### config.mk
export PLATFORM = sky130hd
export DESIGN_NAME = glyph_crop_run_length_encoder_unit
export DESIGN_NICKNAME = d
export VERILOG_FILES = /design/src/hdl/gcre_pkg.sv /design/src/hdl/gcre_ram.sv /design/src/hdl/gcre_fifo.sv /design/src/hdl/gcre_front.sv /design/src/hdl/gcre_back.sv /design/src/hdl/glyph_crop_run_length_encoder_unit.sv
export SDC_FILE = /design/constraint.sdc
export NUM_CORES = 1
export LEC_CHECK = 0
export ABC_AREA = 1
export BUFFER_PORTS_ARGS = -buffer_cell sky130_fd_sc_hd__clkbuf_2
export CELL_PAD_IN_SITES_DETAIL_PLACEMENT = 0
export CELL_PAD_IN_SITES_GLOBAL_PLACEMENT = 1
export CORE_AREA = 2 2 261 263
export CTS_CLUSTER_DIAMETER = 200
export DETAILED_ROUTE_END_ITERATION = 7
export DIE_AREA = 0 0 263 265
export GPL_TIMING_DRIVEN = 0
export PLACE_DENSITY = 0.84
export SKIP_CTS_REPAIR_TIMING = 1
export SLEW_MARGIN = 20
export SYNTH_ARGS = -nofsm -noshare
export SYNTH_HDL_FRONTEND = slang
export SYNTH_SLANG_ARGS = --single-unit
### constraint.sdc
create_clock -name i_clk -period 4.9 [get_ports i_clk]
set_clock_uncertainty 0.05 [all_clocks]
set_input_delay 0.735 -clock i_clk [delete_from_list [all_inputs] [get_ports i_clk]]
set_output_delay 0.735 -clock i_clk [all_outputs]
set_load 0.005 [all_outputs]
### src/hdl/gcre_pkg.sv
// ----------------------------------------------------------------------------
// gcre_pkg
// Shared types and constants of the glyph crop run-length encoder.
// ----------------------------------------------------------------------------
package gcre_pkg;

    localparam int MAX_CELL_W = 8;
    localparam int MAX_CELL_H = 8;

    localparam int SIZE_W   = 4;
    localparam int PIXEL_W  = 8;
    localparam int ADDR_W   = 6;
    localparam int RUN_W    = 5;
    localparam int CODE_W   = 8;
    localparam int QDEPTH   = 4;
    localparam int APB_AW   = 3;
    localparam int APB_DW   = 32;

    localparam logic [RUN_W-1:0] RUN_LIMIT  = 5'h1f;
    localparam logic [2:0]       COLOR_BITS = 3'b001;

    localparam logic REG_CELL_WIDTH  = 1'b0;
    localparam logic REG_CELL_HEIGHT = 1'b1;

    typedef struct packed {
        logic [SIZE_W-1:0] w;
        logic [SIZE_W-1:0] h;
    } t_cfg;

    typedef struct packed {
        logic               we;
        logic [ADDR_W-1:0]  addr;
        logic [PIXEL_W-1:0] pixel;
        logic               last;
    } t_cmd;

    typedef struct packed {
        logic [SIZE_W-1:0] x_offset;
        logic [SIZE_W-1:0] y_offset;
        logic [SIZE_W-1:0] box_width;
        logic [SIZE_W-1:0] box_height;
        logic [CODE_W-1:0] code;
        logic              code_valid;
        logic              last_code;
    } t_result;

    typedef struct packed {
        logic push;
        logic pop;
    } t_q_ctrl;

    typedef struct packed {
        logic full;
        logic empty;
    } t_q_stat;

endpackage

### src/hdl/gcre_ram.sv
// ----------------------------------------------------------------------------
// gcre_ram
// Generic single-write, single-read RAM with registered read data.
// ----------------------------------------------------------------------------
module gcre_ram #(
    parameter int WIDTH = 8,
    parameter int DEPTH = 64,
    parameter int AW    = (DEPTH > 1) ? $clog2(DEPTH) : 1
) (
    input  logic             i_clk,
    input  logic             i_wr_en,
    input  logic [AW-1:0]    i_wr_addr,
    input  logic [WIDTH-1:0] i_wr_data,
    input  logic             i_rd_en,
    input  logic [AW-1:0]    i_rd_addr,
    output logic [WIDTH-1:0] o_rd_data
);

    logic [WIDTH-1:0] r_mem [DEPTH];
    logic [WIDTH-1:0] r_rd_data;

    always_ff @(posedge i_clk) begin
        if (i_wr_en) begin
            r_mem[i_wr_addr] <= i_wr_data;
        end
        if (i_rd_en) begin
            r_rd_data <= r_mem[i_rd_addr];
        end
    end

    assign o_rd_data = r_rd_data;

endmodule

### src/hdl/gcre_fifo.sv
// ----------------------------------------------------------------------------
// gcre_fifo
// Small register FIFO; head entry shown while not empty.
// ----------------------------------------------------------------------------
module gcre_fifo #(
    parameter int WIDTH = 8,
    parameter int DEPTH = 4
) (
    input  logic                   i_clk,
    input  logic                   i_rst_n,
    input  gcre_pkg::t_q_ctrl      i_ctrl,
    input  logic [WIDTH-1:0]       i_data,
    output gcre_pkg::t_q_stat      o_stat,
    output logic [WIDTH-1:0]       o_data
);
    import gcre_pkg::*;

    localparam int PW = (DEPTH > 1) ? $clog2(DEPTH) : 1;
    localparam int CW = $clog2(DEPTH + 1);
    localparam logic [PW-1:0] PTR_LAST = PW'(DEPTH - 1);
    localparam logic [CW-1:0] CNT_FULL = CW'(DEPTH);

    logic [WIDTH-1:0] r_mem [DEPTH];
    logic [PW-1:0]    r_wr_ptr, n_wr_ptr;
    logic [PW-1:0]    r_rd_ptr, n_rd_ptr;
    logic [CW-1:0]    r_count, n_count;
    logic             wr, rd;

    assign o_stat.full  = (r_count == CNT_FULL);
    assign o_stat.empty = (r_count == '0);
    assign wr = i_ctrl.push && !o_stat.full;
    assign rd = i_ctrl.pop && !o_stat.empty;
    assign o_data = r_mem[r_rd_ptr];

    always_comb begin
        n_wr_ptr = r_wr_ptr;
        n_rd_ptr = r_rd_ptr;
        n_count  = r_count;
        if (wr) begin
            n_wr_ptr = (r_wr_ptr == PTR_LAST) ? '0 : r_wr_ptr + PW'(1);
        end
        if (rd) begin
            n_rd_ptr = (r_rd_ptr == PTR_LAST) ? '0 : r_rd_ptr + PW'(1);
        end
        if (wr && !rd) begin
            n_count = r_count + CW'(1);
        end else if (rd && !wr) begin
            n_count = r_count - CW'(1);
        end
    end

    always_ff @(posedge i_clk) begin
        if (!i_rst_n) begin
            r_wr_ptr <= '0;
            r_rd_ptr <= '0;
            r_count  <= '0;
        end else begin
            r_wr_ptr <= n_wr_ptr;
            r_rd_ptr <= n_rd_ptr;
            r_count  <= n_count;
        end
    end

    always_ff @(posedge i_clk) begin
        if (wr) begin
            r_mem[r_wr_ptr] <= i_data;
        end
    end

endmodule

### src/hdl/gcre_front.sv
// ----------------------------------------------------------------------------
// gcre_front
// Input side: tracks the load position and turns each pixel into a
// store command for the back end.
// ----------------------------------------------------------------------------
module gcre_front (
    input  logic                            i_clk,
    input  logic                            i_rst_n,
    input  gcre_pkg::t_cfg                  i_cfg,
    input  logic                            i_accept,
    input  logic [gcre_pkg::PIXEL_W-1:0]    i_pixel,
    input  logic                            i_last_pixel,
    output gcre_pkg::t_cmd                  o_cmd
);
    import gcre_pkg::*;

    localparam int NW = 2 * SIZE_W;

    logic [ADDR_W-1:0] r_lp, n_lp;
    logic [NW-1:0]     cells;
    logic [NW-1:0]     lp_ext;
    logic              in_cell;

    assign cells   = NW'(i_cfg.w) * NW'(i_cfg.h);
    assign lp_ext  = NW'(r_lp);
    assign in_cell = (lp_ext < cells);

    assign o_cmd.we    = in_cell;
    assign o_cmd.addr  = r_lp;
    assign o_cmd.pixel = i_pixel;
    assign o_cmd.last  = i_last_pixel;

    always_comb begin
        n_lp = r_lp;
        if (i_accept) begin
            if (i_last_pixel) begin
                n_lp = '0;
            end else if (lp_ext < cells - NW'(1)) begin
                n_lp = r_lp + ADDR_W'(1);
            end
        end
    end

    always_ff @(posedge i_clk) begin
        if (!i_rst_n) begin
            r_lp <= '0;
        end else begin
            r_lp <= n_lp;
        end
    end

endmodule

### src/hdl/gcre_back.sv
// ----------------------------------------------------------------------------
// gcre_back
// Execution side: stores pixels, scans the cell for its bounding box,
// then scans the box and emits run-length codes.
// ----------------------------------------------------------------------------
module gcre_back #(
    parameter int MAX_CELL_W = gcre_pkg::MAX_CELL_W,
    parameter int MAX_CELL_H = gcre_pkg::MAX_CELL_H
) (
    input  logic                i_clk,
    input  logic                i_rst_n,
    input  gcre_pkg::t_cfg      i_cfg,
    input  gcre_pkg::t_cmd      i_cmd,
    input  gcre_pkg::t_q_stat   i_cmd_stat,
    output logic                o_cmd_pop,
    input  gcre_pkg::t_q_stat   i_res_stat,
    output logic                o_res_push,
    output gcre_pkg::t_result   o_res
);
    import gcre_pkg::*;

    localparam int DEPTH = MAX_CELL_W * MAX_CELL_H;
    localparam int AW    = (DEPTH > 1) ? $clog2(DEPTH) : 1;
    localparam int LW    = 2 * SIZE_W;

    typedef enum logic [5:0] {
        S_IDLE    = 6'b000001,
        S_BOX_RD  = 6'b000010,
        S_BOX_EV  = 6'b000100,
        S_EMIT_RD = 6'b001000,
        S_EMIT_EV = 6'b010000,
        S_BLANK   = 6'b100000
    } t_state;

    t_state              r_state, n_state;
    logic [SIZE_W-1:0]   r_row, n_row, r_col, n_col;
    logic [SIZE_W-1:0]   r_left, n_left, r_right, n_right;
    logic [SIZE_W-1:0]   r_top, n_top, r_bot, n_bot;
    logic [SIZE_W-1:0]   r_lrow, n_lrow, r_lcol, n_lcol;
    logic                r_found, n_found;
    logic [RUN_W-1:0]    r_run, n_run;

    logic                rd_en;
    logic [LW-1:0]       lin;
    logic [PIXEL_W-1:0]  rd_data;
    logic                nz;
    logic [RUN_W-1:0]    run_inc;

    assign lin     = LW'(r_row) * LW'(i_cfg.w) + LW'(r_col);
    assign nz      = (rd_data != '0);
    assign run_inc = r_run + RUN_W'(1);

    gcre_ram #(
        .WIDTH (PIXEL_W),
        .DEPTH (DEPTH)
    ) u_cell_ram (
        .i_clk     (i_clk),
        .i_wr_en   (o_cmd_pop && i_cmd.we),
        .i_wr_addr (i_cmd.addr[AW-1:0]),
        .i_wr_data (i_cmd.pixel),
        .i_rd_en   (rd_en),
        .i_rd_addr (lin[AW-1:0]),
        .o_rd_data (rd_data)
    );

    always_comb begin
        n_state    = r_state;
        n_row      = r_row;
        n_col      = r_col;
        n_left     = r_left;
        n_right    = r_right;
        n_top      = r_top;
        n_bot      = r_bot;
        n_lrow     = r_lrow;
        n_lcol     = r_lcol;
        n_found    = r_found;
        n_run      = r_run;
        rd_en      = 1'b0;
        o_cmd_pop  = 1'b0;
        o_res_push = 1'b0;

        o_res.x_offset   = r_left;
        o_res.y_offset   = r_top;
        o_res.box_width  = r_right - r_left + SIZE_W'(1);
        o_res.box_height = r_bot - r_top + SIZE_W'(1);
        o_res.code       = {r_run, COLOR_BITS};
        o_res.code_valid = 1'b1;
        o_res.last_code  = 1'b0;

        unique case (r_state)
            S_IDLE: begin
                if (!i_cmd_stat.empty) begin
                    o_cmd_pop = 1'b1;
                    if (i_cmd.last) begin
                        n_row   = '0;
                        n_col   = '0;
                        n_found = 1'b0;
                        n_left  = i_cfg.w;
                        n_right = '0;
                        n_top   = i_cfg.h;
                        n_bot   = '0;
                        n_state = S_BOX_RD;
                    end
                end
            end
            S_BOX_RD: begin
                rd_en   = 1'b1;
                n_state = S_BOX_EV;
            end
            S_BOX_EV: begin
                if (nz) begin
                    n_found = 1'b1;
                    n_lrow  = r_row;
                    n_lcol  = r_col;
                    n_bot   = r_row;
                    if (r_col < r_left) n_left = r_col;
                    if (r_col > r_right) n_right = r_col;
                    if (r_row < r_top) n_top = r_row;
                end
                n_state = S_BOX_RD;
                if (r_col == i_cfg.w - SIZE_W'(1)) begin
                    n_col = '0;
                    if (r_row == i_cfg.h - SIZE_W'(1)) begin
                        if (n_found) begin
                            n_row   = n_top;
                            n_col   = n_left;
                            n_run   = '0;
                            n_state = S_EMIT_RD;
                        end else begin
                            n_state = S_BLANK;
                        end
                    end else begin
                        n_row = r_row + SIZE_W'(1);
                    end
                end else begin
                    n_col = r_col + SIZE_W'(1);
                end
            end
            S_EMIT_RD: begin
                rd_en   = 1'b1;
                n_state = S_EMIT_EV;
            end
            S_EMIT_EV: begin
                if (nz) begin
                    o_res.last_code = (r_row == r_lrow) && (r_col == r_lcol);
                end else begin
                    o_res.code = {run_inc, COLOR_BITS};
                end
                if (nz || (run_inc == RUN_LIMIT)) begin
                    if (!i_res_stat.full) begin
                        o_res_push = 1'b1;
                        n_run      = '0;
                    end
                end else begin
                    n_run = run_inc;
                end
                if (!(nz || (run_inc == RUN_LIMIT)) || !i_res_stat.full) begin
                    if (nz && o_res.last_code) begin
                        n_run   = '0;
                        n_state = S_IDLE;
                    end else begin
                        n_state = S_EMIT_RD;
                        if (r_col == r_right) begin
                            n_col = r_left;
                            n_row = r_row + SIZE_W'(1);
                        end else begin
                            n_col = r_col + SIZE_W'(1);
                        end
                    end
                end
            end
            S_BLANK: begin
                o_res.x_offset   = '0;
                o_res.y_offset   = '0;
                o_res.box_width  = '0;
                o_res.box_height = '0;
                o_res.code       = '0;
                o_res.code_valid = 1'b0;
                o_res.last_code  = 1'b1;
                if (!i_res_stat.full) begin
                    o_res_push = 1'b1;
                    n_state    = S_IDLE;
                end
            end
            default: begin
                n_state = S_IDLE;
            end
        endcase
    end

    always_ff @(posedge i_clk) begin
        if (!i_rst_n) begin
            r_state <= S_IDLE;
            r_run   <= '0;
            r_found <= 1'b0;
        end else begin
            r_state <= n_state;
            r_run   <= n_run;
            r_found <= n_found;
        end
    end

    always_ff @(posedge i_clk) begin
        r_row   <= n_row;
        r_col   <= n_col;
        r_left  <= n_left;
        r_right <= n_right;
        r_top   <= n_top;
        r_bot   <= n_bot;
        r_lrow  <= n_lrow;
        r_lcol  <= n_lcol;
    end

endmodule

### src/hdl/glyph_crop_run_length_encoder_unit.sv
// ----------------------------------------------------------------------------
// glyph_crop_run_length_encoder_unit
// Crops a glyph cell to the bounding box of its non-zero pixels and
// run-length encodes the transparent pixels inside that box.
// ----------------------------------------------------------------------------
// Pixels are taken one per cycle into a four-entry load queue while it is not
// full; while idle, the back end writes them to the cell RAM at one per cycle
// while the queue holds any. After the last pixel of a cell the back end
// scans the whole cell for its box, reading each cell pixel and then
// evaluating it through the registered RAM port, then scans the box up to its
// last non-zero pixel the same way, stalling while a code is due and the
// result queue is full. Pixels of the next cell fill the load queue meanwhile.
// A blank cell yields one result with code_valid low.
// ----------------------------------------------------------------------------
module glyph_crop_run_length_encoder_unit #(
    parameter int MAX_CELL_W = gcre_pkg::MAX_CELL_W,
    parameter int MAX_CELL_H = gcre_pkg::MAX_CELL_H
) (
    input  logic                            i_clk,
    input  logic                            i_rst_n,
    input  logic                            psel,
    input  logic                            penable,
    input  logic                            pwrite,
    input  logic [gcre_pkg::APB_AW-1:0]     paddr,
    input  logic [gcre_pkg::APB_DW-1:0]     pwdata,
    output logic [gcre_pkg::APB_DW-1:0]     prdata,
    output logic                            pready,
    input  logic                            push,
    output logic                            full,
    input  logic [gcre_pkg::PIXEL_W-1:0]    i_pixel,
    input  logic                            i_last_pixel,
    output logic                            empty,
    input  logic                            pop,
    output logic [gcre_pkg::SIZE_W-1:0]     o_x_offset,
    output logic [gcre_pkg::SIZE_W-1:0]     o_y_offset,
    output logic [gcre_pkg::SIZE_W-1:0]     o_box_width,
    output logic [gcre_pkg::SIZE_W-1:0]     o_box_height,
    output logic [gcre_pkg::CODE_W-1:0]     o_code,
    output logic                            o_code_valid,
    output logic                            o_last_code
);
    import gcre_pkg::*;

    localparam logic [SIZE_W-1:0] W_MAX = SIZE_W'(MAX_CELL_W);
    localparam logic [SIZE_W-1:0] H_MAX = SIZE_W'(MAX_CELL_H);
    localparam logic [SIZE_W-1:0] W_RST = (MAX_CELL_W < 8) ? W_MAX : SIZE_W'(8);
    localparam logic [SIZE_W-1:0] H_RST = (MAX_CELL_H < 8) ? H_MAX : SIZE_W'(8);

    t_cfg              r_cfg, n_cfg;
    logic              cfg_wr;
    logic [SIZE_W-1:0] wr_val;
    logic [SIZE_W-1:0] w_clamped, h_clamped;

    t_cmd              front_cmd, q_cmd;
    t_q_ctrl           cmd_ctrl, res_ctrl;
    t_q_stat           cmd_stat, res_stat;
    logic              cmd_pop, res_push;
    t_result           back_res, q_res;

    assign pready = 1'b1;
    assign cfg_wr = psel && penable && pwrite && pready;
    assign wr_val = pwdata[SIZE_W-1:0];

    assign w_clamped = (wr_val == '0) ? SIZE_W'(1) : ((wr_val > W_MAX) ? W_MAX : wr_val);
    assign h_clamped = (wr_val == '0) ? SIZE_W'(1) : ((wr_val > H_MAX) ? H_MAX : wr_val);

    always_comb begin
        n_cfg = r_cfg;
        if (cfg_wr) begin
            unique case (paddr[2])
                REG_CELL_WIDTH:  n_cfg.w = w_clamped;
                REG_CELL_HEIGHT: n_cfg.h = h_clamped;
                default:         n_cfg = r_cfg;
            endcase
        end
    end

    always_ff @(posedge i_clk) begin
        if (!i_rst_n) begin
            r_cfg.w <= W_RST;
            r_cfg.h <= H_RST;
        end else begin
            r_cfg <= n_cfg;
        end
    end

    assign prdata = (paddr[2] == REG_CELL_HEIGHT) ? APB_DW'(r_cfg.h) : APB_DW'(r_cfg.w);

    gcre_front u_front (
        .i_clk        (i_clk),
        .i_rst_n      (i_rst_n),
        .i_cfg        (r_cfg),
        .i_accept     (push && !full),
        .i_pixel      (i_pixel),
        .i_last_pixel (i_last_pixel),
        .o_cmd        (front_cmd)
    );

    assign cmd_ctrl.push = push;
    assign cmd_ctrl.pop  = cmd_pop;

    gcre_fifo #(
        .WIDTH ($bits(t_cmd)),
        .DEPTH (QDEPTH)
    ) u_cmd_q (
        .i_clk   (i_clk),
        .i_rst_n (i_rst_n),
        .i_ctrl  (cmd_ctrl),
        .i_data  (front_cmd),
        .o_stat  (cmd_stat),
        .o_data  (q_cmd)
    );

    assign full = cmd_stat.full;

    gcre_back #(
        .MAX_CELL_W (MAX_CELL_W),
        .MAX_CELL_H (MAX_CELL_H)
    ) u_back (
        .i_clk      (i_clk),
        .i_rst_n    (i_rst_n),
        .i_cfg      (r_cfg),
        .i_cmd      (q_cmd),
        .i_cmd_stat (cmd_stat),
        .o_cmd_pop  (cmd_pop),
        .i_res_stat (res_stat),
        .o_res_push (res_push),
        .o_res      (back_res)
    );

    assign res_ctrl.push = res_push;
    assign res_ctrl.pop  = pop;

    gcre_fifo #(
        .WIDTH ($bits(t_result)),
        .DEPTH (QDEPTH)
    ) u_res_q (
        .i_clk   (i_clk),
        .i_rst_n (i_rst_n),
        .i_ctrl  (res_ctrl),
        .i_data  (back_res),
        .o_stat  (res_stat),
        .o_data  (q_res)
    );

    assign empty        = res_stat.empty;
    assign o_x_offset   = q_res.x_offset;
    assign o_y_offset   = q_res.y_offset;
    assign o_box_width  = q_res.box_width;
    assign o_box_height = q_res.box_height;
    assign o_code       = q_res.code;
    assign o_code_valid = q_res.code_valid;
    assign o_last_code  = q_res.last_code;

endmodule
==> summary.txt, run 1 <==
Setup path
  • CP Max Fanout: 10
  • Critical path arrival: 5.23 ns
  • Critical R2R Launch: u_back.r_row[1]
  • CP most frequent cell: nand3_1
  • Worst Setup End Kind: flip-flop
  • CP startpoint kind: flip-flop
  • Crit path from: u_back.r_row[1]
  • Crit path max-delay cell type: clkbuf_1
  • CP Class: flip-flop to flip-flop
  • Worst Path Buf+Inv: 5
  • CP Cell Sequence: buf_2, nand2_1, inv_1, ha_1, ha_1, inv_1, fa_1, fa_1, buf_2, clkbuf_1, o211ai_1, nand3_1, nand3_1, nand3_1, nand2_1
  • Worst Path Required: roughly 5.2 ns
  • CP delay by family, top: adder cells
  • Largest stage delay, worst path: between 0.8 and 0.9 ns

Power
  • VDD IR max: ~0.37 mV
  • Combinational Power Share: between 40% and 50%
  • Power per cell area: between 600 and 700 nW/um2
  • Int Power: between 10 and 15 mW
  • Static Leakage: 13.42 nW
  • Switching share of power: between 40% and 50%
  • Final Power: between 20 and 30 mW
  • Clock group share of total power: between 20 and 25%
  • Seq pwr share: about a third
  • Psw: between 10 and 15 mW

Routing
  • First drt pass iteration count: 6
  • WL/cell: about 26 um
  • Post-Route WL: 103.1 mm
  • DRT iter0 DRCs: around 3300
  • DR vias/cell: between 5 and 6
  • Post-route antenna net violation count: 0
  • Residual DRC: 0
  • Vias: approximately 24000

Outcome
  • Status: finished clean

Clock tree
  • Worst-path clk slew: about 0.06 ns
  • Num CTS Buffers: 77
  • # clock sinks: approximately 760
  • Skew-Pair Late Insertion Delay: around 0.66 ns
  • Clock buffer depth: 3
  • CTS H-tree lvls: 3
  • CTS root buffer: clkbuf_16
  • CTS tree: built

Yosys
  • Yosys warnings: 0
  • Synth top area share: between 60 and 70%
  • Synth Area per Inst: between 10 and 15 um2
  • Synth area leader: edfxtp_1
  • Post-synthesis sequential area ratio: around two thirds
  • Yosys cell types: between 50 and 60
  • Synth Flop Type: edfxtp_1
  • Ranking of synthesized cells by area: edfxtp_1 64%, nor2_1 6.9%, o21ai_0 5.3%
  • Post-Syn Area: ~33000 um2
  • Synthesized netlist cell count: around 2900
  • Yosys reg bits: between 700 and 800
  • Post-synth EDFFs: between 700 and 800
  • Async S/R FF share, synth: 0%

Placed design
  • Port-buffer cells: between 40 and 50
  • Cell area after placement: about 35000 um2
  • Hpwl dp: approximately 70 mm
  • RD Place Congestion: approximately 1

Floorplanning
  • Row cnt: 95
  • Core footprint: between 60000 and 70000 um2
  • Die area: around 70000 um2
  • Effective utilization at floorplan: between 40% and 50%
  • Ports: 112
  • Die Y: roughly 270 um
  • DIE WIDTH: ~260 um

Timing
  • Unrepaired setup endpoints after global routing: no
  • Final Max Slew Viols: 0
  • Hold Fails Final Rpt: 0
  • Max Fclk: about 200 MHz
  • Final Critical Period: a little under 5 ns
  • Worst Max-Slew Pin Slew: ~1.2 ns
  • Fin crit share: roughly 100%
  • Max_slew headroom: between 10% and 20%
  • Final setup fails: 0

Finish
  • Synthesis-to-finish area growth: 13.98%
  • Share of layout cells above drive strength 1: a little under an eighth
  • Final Cell Area: between 30000 and 40000 um2
  • Fin nets: between 3000 and 4000
  • Core Util, Final: 56.72%

Hold path
  • Hold path startpoint: i_pixel[1]
  • Hold WC Path Type: input port to flip-flop

Global route
  • GRT Total Usage: 29.49%
  • Vias in the first global route: about 23000
  • First-pass GRT wire length: between 100 and 150 mm
  • Largest net degree at the start of global routing: 31
  • Total gr overflow: 0
  • Antenna violations before repair: 2

Flow run
  • Count of max-cap constraint violations: 0
## flip-flops by register name, indices dropped and copies added (netlist names), 5 cells and up, named ones only
signal,flops
u_back.u_cell_ram.r_mem,512
r_cfg,8
u_res_q.r_mem,96
u_cmd_q.r_mem,64
u_back.r_state,6
u_back.u_cell_ram.o_rd_data,8
u_back.r_run,5
u_front.r_lp,6
## cells by family (layout without fill, tap and decap cells)
group / Yosys count / count (layout) / share of synthesized area (%)
flip-flops: 756 / 756 / 66.97
multiplexers: 3 / 3 / 0.09033
XOR/XNOR: 44 / 44 / 1.374
AND/OR/NAND/NOR: 969 / 969 / 12.24
AO/OA/AOI/OAI: 645 / 645 / 11.15
adder cells (fa/ha/maj): 86 / 86 / 3.553
buffers and inverters: 347 / 560 / 4.603
other: 2 / 32 / 0.02259
## worst reg2reg max path, stage by stage (launching register included)
cell and delay, ns:
edfxtp_1 0.44, buf_2 0.23, nand2_1 0.09, inv_1 0.04
ha_1 0.30, ha_1 0.28, inv_1 0.05, fa_1 0.48
fa_1 0.50, buf_2 0.25, clkbuf_1 0.83, o211ai_1 0.40
nand3_1 0.29, nand3_1 0.21, nand3_1 0.14, nand2_1 0.06
## cell type report
cell class,count,area (um2)
well taps,873,1092
inverters,168,635.6
flip-flops and latches,756,22260
diodes,1,2.502
clock buffers,96,2051
fillers,5440,28910
plain buffers,178,904.6
repair buffers,73,804.5
multi-input cells,1778,9741
clock inverters,45,399.1
## per-layer routing
metal / share of wire (%) / wire, um / up-vias / global-route usage [%]
li1: - / - / 10478 / -
met2: 44 / 45810 / 1488 / 44.47
met3: 11 / 11790 / 238 / 7.199
met5: 0 / 0 / - / 0
met4: 4.7 / 4858 / 0 / 13.93
met1: 39 / 40690 / 11578 / 40.46
## Yosys cell counts, types with 8 or more instances
master    number
a21oi_1       52
buf_2         44
buf_4         40
clkbuf_1      87
dfxtp_1       44
edfxtp_1     712
fa_1          14
ha_1          72
inv_1        155
inv_2         12
nand2_1      174
nand2_2       11
nand3_1      123
nand3_2       10
nand4_1        9
nand4_2        8
nor2_1       609
o211ai_1     134
o21ai_0      353
o21ai_1       47
o22ai_1       36
xnor2_1       19
xor2_1        20
## layout by cell type (no fill, tap or decap), drive strengths merged, types with 9 or more instances in the layout
| master | n |
|---|---|
| nand2 | 186 |
| buf | 114 |
| edfxtp | 712 |
| o22ai | 36 |
| o21ai | 400 |
| xnor2 | 21 |
| fa | 14 |
| nand3 | 134 |
| clkinv | 34 |
| nand4 | 17 |
| conb | 31 |
| a21oi | 53 |
| inv | 169 |
| ha | 72 |
| dfxtp | 44 |
| clkbuf | 232 |
| xor2 | 23 |
| nor2 | 618 |
| o211ai | 134 |
| nor3 | 9 |
## stage by stage
step	worst slack [ns]	hold WS (ns)	TNS (ns)	instances
after detailed placement	-0.06745	0.4229	-0.1422	3825
after CTS	-0.07150	0.2239	-0.1751	3966
after floorplan	1.019	0.4012	0	2881
after global routing	0.01877	0.2402	0	3967
final	0.004404	0.2438	0	3968
after global placement	-1.595	0.4204	-656.79	3802
## power groups by stage
stage | clock (mW) | combinational [mW] | sequential (mW)
after floorplan | 0 | 5.75 | 8.75
after global placement | 0 | 10.2 | 8.93
after detailed placement | 0 | 11.0 | 8.75
after CTS | 5.75 | 11.0 | 8.62
after global routing | 5.99 | 12.0 | 8.66
final | 5.73 | 11.5 | 8.62
## path summary, 6_finish.rpt
check | slack [ns] | cells after the start | end
min reg2reg | 0.44 | 0 | u_back.r_lrow[0]
max reg2reg | 0.004 | 15 | u_back.u_cell_ram.o_rd_data[7]
max | 0.004 | 15 | u_back.u_cell_ram.o_rd_data[7]
min | 0.24 | 1 | u_cmd_q.r_mem[2][2]
(Power assumes the default switching activity.)
==> run 2, diff against run 1 <==
--- a/config.mk
+++ b/config.mk
@@ -9,14 +9,15 @@
 export BUFFER_PORTS_ARGS = -buffer_cell sky130_fd_sc_hd__clkbuf_2
 export CELL_PAD_IN_SITES_DETAIL_PLACEMENT = 0
 export CELL_PAD_IN_SITES_GLOBAL_PLACEMENT = 1
-export CORE_AREA = 2 2 261 263
+export CORE_AREA = 2 2 266 268
 export CTS_CLUSTER_DIAMETER = 200
 export DETAILED_ROUTE_END_ITERATION = 7
-export DIE_AREA = 0 0 263 265
+export DIE_AREA = 0 0 268 270
 export GPL_TIMING_DRIVEN = 0
-export PLACE_DENSITY = 0.84
+export PLACE_DENSITY = 0.85
 export SKIP_CTS_REPAIR_TIMING = 1
 export SLEW_MARGIN = 20
 export SYNTH_ARGS = -nofsm -noshare
 export SYNTH_HDL_FRONTEND = slang
+export SYNTH_HIERARCHICAL = 1
 export SYNTH_SLANG_ARGS = --single-unit
==> summary.txt, run 2 <==
Placed design
  • Post-placement cell count: 4221 (+10%)
  • Port-buffer cells: 43 (-10%)
  • RD Place Congestion: 0.9500 (-2.8%)
  • Hpwl dp: 62.55 mm (-11%)
  • Cell area after placement: 36900 um2 (+4.3%)

Timing
  • Unrepaired setup endpoints after global routing: no
  • Final Critical Period: 4.752 ns (-0.1436 ns)
  • Hold Fails Final Rpt: 0 (unchanged)
  • Max_slew headroom: 25.76% (+6.7 points)
  • Fin crit share: 96.98% (-2.9 points)
  • Final hold slack: 0.2706 ns (+0.02678 ns)
  • Worst Max-Slew Pin Slew: 1.109 ns (-0.1042 ns)
  • Final setup fails: 0 (unchanged)
  • Final Max Slew Viols: 0 (unchanged)
  • Max Fclk: 210.4 MHz (+3.0%)

Floorplanning
  • Effective utilization at floorplan: 49.59% (-0.17 points)
  • Ports: 112 (unchanged)
  • Die Y: 270 um (+1.9%)
  • Row cnt: 97 (+2.1%)
  • Core footprint: 69540 um2 (+4.1%)
  • Die area: 72360 um2 (+3.8%)
  • DIE WIDTH: 268 um (+1.9%)

Setup path
  • Reg2Reg Setup Slack: 0.15 ns (+0.14 ns)
  • CP Class: flip-flop to flip-flop
  • Worst Path Required: 5.35 ns (+0.11 ns)
  • CP Max Fanout: 10 (unchanged)
  • Critical path arrival: 5.20 ns (-0.03 ns)
  • Worst Setup End Kind: flip-flop
  • Worst reg-to-reg path cell count: 15 (unchanged)
  • CP startpoint kind: flip-flop

Hold path
  • Hold WC Path Type: input port to flip-flop
  • Hold depth: 1 (unchanged)

Power
  • Switching share of power: 39.98% (-3.7 points)
  • Clock group share of total power: 23.5% (+1.4 points)
  • Int Power: 14.81 mW (+1.5%)
  • Seq pwr share: 34.7% (+1.4 points)
  • Psw: 9.861 mW (-13%)
  • Power per cell area: 626.3 nW/um2 (-8.4%)
  • Final Power: 24.67 mW (-4.7%)
  • Static Leakage: 15.29 nW (+14%)
  • Combinational Power Share: 41.7% (-2.9 points)
  • VDD IR max: 0.3600 mV (-3.8%)

Outcome
  • Status: finished clean

Yosys
  • Yosys cell types: 49 (-14%)
  • Ranking of synthesized cells by area: edfxtp_1 63%, nand2_1 9.5%, nand3_1 7.3%
  • Yosys reg bits: 764 (+1.1%)
  • Post-Syn Area: 34490 um2 (+3.7%)
  • Most frequent cells after synthesis: 875 x nand2_1, 720 x edfxtp_1, 503 x nand3_1, 247 x nor2_1, 162 x inv_1
  • Count leader, synth: nand2_1
  • Synth area leader: edfxtp_1
  • Post-synth EDFFs: 720 (+1.1%)
  • Async S/R FF share, synth: 0% (unchanged)
  • Yosys warnings: 6 (+6)
  • Synthesized netlist cell count: 3173 (+11%)
  • Synth Area per Inst: 10.87 um2 (-6.8%)
  • Post-synthesis sequential area ratio: 65.25% (-1.7 points)
  • Synth top area share: 62.69% (-1.6 points)
  • Synth Flop Type: edfxtp_1

Finish
  • Most frequent cells in the layout: 875 x nand2_1, 720 x edfxtp_1, 503 x nand3_1
  • Share of layout cells above drive strength 1: 12.83% (+1.2 points)
  • Diode count: 0 (-1)
  • Max reg flops: 512 (unchanged)
  • Biggest regs: u_back/u_cell_ram/r_mem x512, u_res_q/r_mem x104, u_cmd_q/r_mem x64
  • Synthesis-to-finish area growth: 14.21%
  • Final Cell Area: 39390 um2 (+4.0%)
  • Core Util, Final: 56.64% (-0.082 points)
  • Largest Register: u_back/u_cell_ram/r_mem
  • Fin nets: 3497 (+10%)
  • Finished Layout Cells: 4362 (+9.9%)
  • Commonest non-fill, non-tap cell in the layout: nand2_1

Routing
  • WL/cell: 20.55 um (-21%)
  • Max Used Layer: met4
  • Post-route antenna net violation count: 0 (unchanged)
  • Residual DRC: 0 (unchanged)
  • First drt pass iteration count: 6 (unchanged)
  • Met2 WL: 41.65 mm (-9.1%)
  • DRT iter0 DRCs: 2679 (-20%)
  • Met3 wire length: 8.273 mm (-30%)
  • Post-Route WL: 89.62 mm (-13%)
  • Vias: 23990 (+0.87%)
  • Met1 WL: 36.71 mm (-9.8%)
  • DR vias/cell: 5.500 (-8.2%)

Global route
  • Total gr overflow: 0 (unchanged)
  • First-pass GRT wire length: 136.4 mm (-8.5%)
  • Antenna violations before repair: 0 (-2)
  • Largest net degree at the start of global routing: 30 (-3.2%)
  • GRT Total Usage: 25.06% (-4.4 points)
  • Vias in the first global route: 22756 (+0.99%)

Flow run
  • Count of max-cap constraint violations: 0 (unchanged)

Clock tree
  • CTS H-tree lvls: 3 (unchanged)
  • # clock sinks: 764 (+1.1%)
  • Worst-path clk slew: 0.06 ns (about the same)
  • Skew-Pair Late Insertion Delay: 0.63 ns (-0.03 ns)
  • CTS tree: built
  • CTS root buffer: clkbuf_16
  • Clock buffer depth: 3 (unchanged)
  • Num CTS Buffers: 77 (unchanged)
run 2: changes by cell type in the layout (fill, tap and decap cells not counted), sizes merged, moves of 17 or more:
cell / change
o211ai: -133
o21ai: -283
buf: +98
nand3: +374
nand2: +703
clkbuf: -70
nor2: -360
inv: +17
run 2: layer usage:
metal	track usage [%]	up-vias
met1	35.61	11446
li1	-	11250
met2	39.13	1127
met4	9.409	0
met5	0	-
met3	3.747	167
run 2: per-stage QoR:
step	setup TNS [ns]	setup slack, ns
final	0	0.1480
after global routing	0	0.0005613
after CTS	0	0.07981
after detailed placement	0	0.1002
after global placement	-630.93	-1.469
after floorplan	0	0.9550
run 2: kinds of logic (layout without fill, tap and decap cells):
| group | after synthesis | after routing | synth area share [%] |
|---|---|---|---|
| adder cells (fa/ha/maj) | 86 | 86 | 3.425 |
| XOR/XNOR | 30 | 30 | 0.7619 |
| other | 3 | 31 | 0.03265 |
| AO/OA/AOI/OAI | 213 | 213 | 3.309 |
| AND/OR/NAND/NOR | 1703 | 1703 | 21.31 |
| flip-flops | 764 | 764 | 65.25 |
| buffers and inverters | 374 | 595 | 5.917 |
run 2: worst paths after layout:
kind / to / from
setup / recovery: u_back/u_cell_ram/o_rd_data[2] / u_back/r_row[1]
hold / removal: u_cmd_q/r_mem[1][4] / i_pixel[3]
setup reg to reg: u_back/u_cell_ram/o_rd_data[2] / u_back/r_row[1]
hold reg to reg: u_back/r_found / u_back/r_found
run 2: worst max-delay path: stages (launching register included):
cell	delay, ns
edfxtp_1	0.49
buf_2	0.24
nand2_1	0.08
inv_1	0.04
ha_1	0.29
ha_1	0.30
fa_1	0.52
fa_1	0.60
buf_2	0.42
clkbuf_1	0.71
nand3_1	0.25
nand2_1	0.14
nand2_1	0.06
nand3_1	0.18
nand3_1	0.16
nand2_1	0.09
run 2: power groups by stage:
| stage | logic, mW | registers, mW | clock network (mW) |
|---|---|---|---|
| final | 10.3 | 8.57 | 5.80 |
| after global placement | 9.35 | 8.88 | 0 |
| after global routing | 11.1 | 8.61 | 6.14 |
| after CTS | 10.1 | 8.57 | 5.88 |
| after detailed placement | 10.0 | 8.71 | 0 |
| after floorplan | 6.01 | 8.69 | 0 |
run 2: final cells by class:
cell class              count  area, um2
repair buffers             80      929.6
clock inverters            39      356.6
clock buffers             102       2126
well taps                 940       1176
fillers                  5690      30150
plain buffers             192       1348
inverters                 182      698.2
flip-flops and latches    764      22500
multi-input cells        2063      10250
